===== config.mk =====
export PLATFORM = sky130hd
export DESIGN_NAME = mipid_ram
export DESIGN_NICKNAME = d
export VERILOG_FILES = /design/src/sv/assert_macros.svh /design/src/sv/mipid_ram.sv
export SDC_FILE = /design/constraint.sdc
export NUM_CORES = 1
export LEC_CHECK = 0
export BUFFER_PORTS_ARGS = -buffer_cell sky130_fd_sc_hd__buf_2
export CAP_MARGIN = 20
export CORE_UTILIZATION = 55
export CTS_BUF_LIST = sky130_fd_sc_hd__clkbuf_4 sky130_fd_sc_hd__clkbuf_8
export CTS_CLUSTER_DIAMETER = 200
export DETAILED_ROUTE_END_ITERATION = 8
export GPL_ROUTABILITY_DRIVEN = 0
export PLACE_DENSITY = 0.77
export SETUP_SLACK_MARGIN = 0.3
export SLEW_MARGIN = 20
export SYNTH_ARGS = -nofsm -noshare
export SYNTH_HDL_FRONTEND = slang
export SYNTH_SLANG_ARGS = --single-unit

===== constraint.sdc =====
create_clock -name clk -period 1.3 [get_ports clk]
set_input_delay 0.065 -clock clk [delete_from_list [all_inputs] [get_ports clk]]
set_output_delay 0.065 -clock clk [all_outputs]
set_load 0.1 [all_outputs]

===== src/sv/assert_macros.svh =====
// Assertion macros shared by the PID bank RTL.
`ifndef ASSERT_MACROS_SVH
`define ASSERT_MACROS_SVH

`ifndef NO_ASSERTIONS

// Same-cycle implication check.
`define ASSERT_IMPLIES(label, clk, rst_n, ante, cons) \
    label: assert property (@(posedge clk) disable iff (!rst_n) (ante) |-> (cons)) \
        else $error("same-cycle implication check failed");

// Next-cycle implication check.
`define ASSERT_NEXT(label, clk, rst_n, ante, cons) \
    label: assert property (@(posedge clk) disable iff (!rst_n) (ante) |=> (cons)) \
        else $error("next-cycle implication check failed");

`else

`define ASSERT_IMPLIES(label, clk, rst_n, ante, cons)
`define ASSERT_NEXT(label, clk, rst_n, ante, cons)

`endif

`endif


===== src/sv/mipid_ram.sv =====
// Generic single-write, single-read RAM with registered read data.
`timescale 1ns / 1ps

module mipid_ram #(
    parameter int WIDTH = 8,
    parameter int DEPTH = 8
) (
    input  logic                                     clk,
    input  logic                                     wr_en,
    input  logic [((DEPTH > 1) ? $clog2(DEPTH) : 1)-1:0] wr_addr,
    input  logic [WIDTH-1:0]                         wr_data,
    input  logic                                     rd_en,
    input  logic [((DEPTH > 1) ? $clog2(DEPTH) : 1)-1:0] rd_addr,
    output logic [WIDTH-1:0]                         rd_data
);

    logic [WIDTH-1:0] mem [DEPTH];

    // Write port
    always_ff @(posedge clk) begin
        if (wr_en) begin
            mem[wr_addr] <= wr_data;
        end
    end

    // Read port: old data on a same-address collision
    always_ff @(posedge clk) begin
        if (rd_en) begin
            rd_data <= mem[rd_addr];
        end
    end

endmodule


# After elaboration in Yosys (flattened, before gate mapping)
# Memories as Yosys holds them, arrays and structs flattened. A register that Yosys moved wholly into a read port is not among the register bits.
# Index checks and enable logic that the tools add are counted.
[classes]
multipliers = 0
magnitude_cmp = 0
add_sub_neg = 0
div_mod_pow = 0
n_eq_ne = 0
n_reduce_logical = 0
mux = 2
shifts = 0
bitwise = 0
[op_table]
columns = ["cell", "n"]
rows = [
  ["two-way mux 1 bit", 2],
]
[totals]
mem_bits_ro = 0
mem_bits_rw = 64
regBits = 0
input_bits = 17
mem_count = 1
elab_cells = 3
latch_bits = 0
out_inout_bits = 8
[memory_table]
columns = ["name", "words", "width", "read_ports", "rd_ports_with_merged_regs", "write_ports", "line_no", "source"]
rows = [
  ["mem", 8, 8, 1, 1, 1, "mipid_ram.sv:17", "logic [WIDTH-1:0] mem [DEPTH];"],
]

# Logic depth before layout (Yosys ltp)
[logic_depth]
ltp_word = 2
ltp_mapped = 4
mapped_depth_nobuf = 2

# Worst setup path after synthesis
# OpenSTA, ideal clock, no wires.
[synth_path]
path_type = "input to register"
from = "in rd_addr[0] (netlist name)"
to = "reg rd_data[1], read port of mem (data pin)"
required_ns = 1.040
setup_ns = 0.260
path_buffers = 2
path_stages = 4
arrival_ns = 1.088
setup_slack_ns = -0.048
cell_sequence = "buf_6 -> buf_12 -> mux4_1 -> mux2_2"
[synth_lines]
columns = ["item", "line_no", "source"]
rows = [
  ["start: declaration", "mipid_ram.sv:13", "input logic [((DEPTH > 1) ? $clog2(DEPTH) : 1)-1:0] rd_addr,"],
  ["end: declaration", "mipid_ram.sv:14", "output logic [WIDTH-1:0] rd_data"],
]

==> flow_summary.yaml <==
synthesis:
  ys_warn_count: 0
  synth_area_um2: 2770
  yosys-top-cells-area: "edfxtp_1 78%, mux4_1 14%, mux2_2 3.3%"
  synth_nets: 131
  synth_area_leader_cell: "edfxtp_1"
  synth_top_area_share_pct: 78.0
  synth_seq_cells: 72
  avgSynthCellArea_um2: 24.3
  post_synth_num_cell_types: 13
  syn_inst: 114
  seq_area_frac_synth_pct: 78.0
grt:
  grt_overflow_total: 0
  grt_pass1_wl_um: 7180
  grt_pass1_vias: 1341
  grt_max_degree: 17
  antenna_found_initial: 0
  grt_usage_pct: 20.1
timing:
  worst_slack_ps: -85.4
  setup_viol: 8
  max_slew.worst_pin.slew_ps: 273
  fin_skew_ps: 9.28
  fmax_ghz: 0.722
  min_period_over_period_pct: 107
  slew_headroom_pct: 81.8
  drv_slew: 0
  finalHoldViolations: 0
  fin_crit_ps: 1390
  rsz0062_at_grt: "true"
critical_path:
  path_class: "reg2reg"
  crit_path_start: "mem[5][7]$_DFFE_PP_"
  arrival_ps: 1470
  setup.worst_path.start_class: "flip-flop"
  r2r-end: "rd_data[7]$_DFFE_PP_"
  cp_max_fo: 1
  regToRegSetupSlack_ps: -90
  reg2reg_depth: 2
  critPathCaptureType: "flip-flop"
  crit_path_end: "rd_data[7]$_DFFE_PP_"
  r2r-start: "mem[5][7]$_DFFE_PP_"
  worstPathRequired_ps: 1380
clock_tree:
  clock_latency_ps: 340
  postCtsSetupRepairBufs: 0
  clk_pin_slew_worst_paths_ps: 80
  cts_root_buf: "clkbuf_8"
  h-tree-depth: 3
  ctsLongestPathBuffers: 2
  cts_inserted_buffers: 9
  cts_tree: "built"
  clkSinkCount: 72
place:
  place_hpwl_um: 2810
  place_area_um2: 3010
  port_buffers: 24
detailed_routing:
  drtIter0Drc: 72
  dr.pass1.iters: 4
  routedWlPerCell_um: 19.6
  vias: 1259
  via_per_inst: 5.36
  drc: 0
  totalWireLength_um: 4610
  antenna_left: 0
cells_and_area:
  area_delta_synth_final_pct: 24.1
  fin_area_um2: 3440
  fill_cells: 261
  final_nets: 180
  antenna_cells: 0
  final_common_cell: "edfxtp_1"
  layout_common_cells: "72 x edfxtp_1, 16 x mux4_2, 16 x buf_2, 11 x buf_12, 9 x clkbuf_8"
  multi_input_area_um2: 538
  seq_area_um2: 2160
  layout-drive-gt1-share_pct: 45.2
floorplanning:
  core_um2: 4790
  fp.dieW_um: 73.0
  die_area_um2: 5330
  initial_core_util_pct: 57.9
  ios: 25
  num_rows: 25
  die_h_um: 73.0
outcome:
  violations: "setup timing"
  status: "finished, violations left"
power:
  p_per_area_nw_per_um2: 1470
  total_power_mw: 5.06
  p_leak_nw: 1.18
  peakVddDrop_mv: 0.951
min_path:
  hold_class: "in2reg"
flow_run:
  drv_cap: 0
[repair_timing]
action | 4_1_cts | 5_1_grt
hold endpoints to repair | 54 | 0
pin swaps | 0 | 0
cloned | 0 | 0
hold buffers | 8 | 0
setup endpoints to repair | 16 | 16
gates resized for setup | 28 | 9
[logic make-up after synthesis]
| kind of cell | after synthesis | synth area share, % |
|---|---|---|
| buf+inv | 5 | 1.58 |
| mux | 24 | 18.3 |
| flops | 72 | 78.0 |
| simple gates | 13 | 2.12 |
[layer usage]
layer / track usage, % / routed length, um
met4: 10.9 / 76
met1: 25.0 / 1770
met2: 33.0 / 2550
met3: 4.56 / 206
met5: 0 / 0
[flip-flops by register name, indices dropped and copies added, names as in the netlist]
register	count
mem	64
rd_data	8
[metrics by stage]
step / cells / worst slack (ps) / util [%] / hold slack [ps] / setup TNS (ps)
after floorplan: 114 / -3.76 / - / 164 / -30.1
after global placement: 211 / -76.5 / 62.8 / 317 / -522
after detailed placement: 211 / -104 / 62.8 / 339 / -708
after CTS: 235 / -89.2 / 71.1 / 89.6 / -525
after global routing: 235 / -105 / 71.9 / 87.9 / -743
final: 235 / -85.4 / 71.9 / 106 / -510
[synthesized netlist by cell type, drive strengths merged]
library cell / n
buf: 4
mux2: 8
nand2: 2
clkbuf: 1
nor3: 2
mux4: 16
nor2: 6
nand2b: 3
edfxtp: 72
[worst min path at each step]
stage / depth (start not counted) / slack (ps) / end / start
after CTS: 1 / 90 / rd_data[6]$_DFFE_PP_ / rd_en
after floorplan: 0 / 160 / mem[0][0]$_DFFE_PP_ / wr_data[0]
final: 1 / 110 / rd_data[6]$_DFFE_PP_ / rd_en
after global routing: 1 / 90 / rd_data[6]$_DFFE_PP_ / rd_en
after global placement: 1 / 320 / mem[1][6]$_DFFE_PP_ / wr_data[6]
after detailed placement: 1 / 340 / mem[5][0]$_DFFE_PP_ / wr_data[0]
[cell type report]
cell class,count,area share [%]
repair buffers,43,12.8
well taps,67,2.44
clock inverters,6,2.44
flip-flops and latches,72,62.9
multi-input cells,37,15.6
clock buffers,10,3.82
[critical path, cell delays in order, from the launching register on]
cell      delay [ps]
edfxtp_1         380
mux4_2           480
mux2_4           280
[power breakdown]
part | internal, mW | switching, mW
logic | 0.232 | 0.283
clock network | 1.09 | 0.772
registers | 2.65 | 0.0321
No activity file was read; power rests on OpenSTA's default activity.
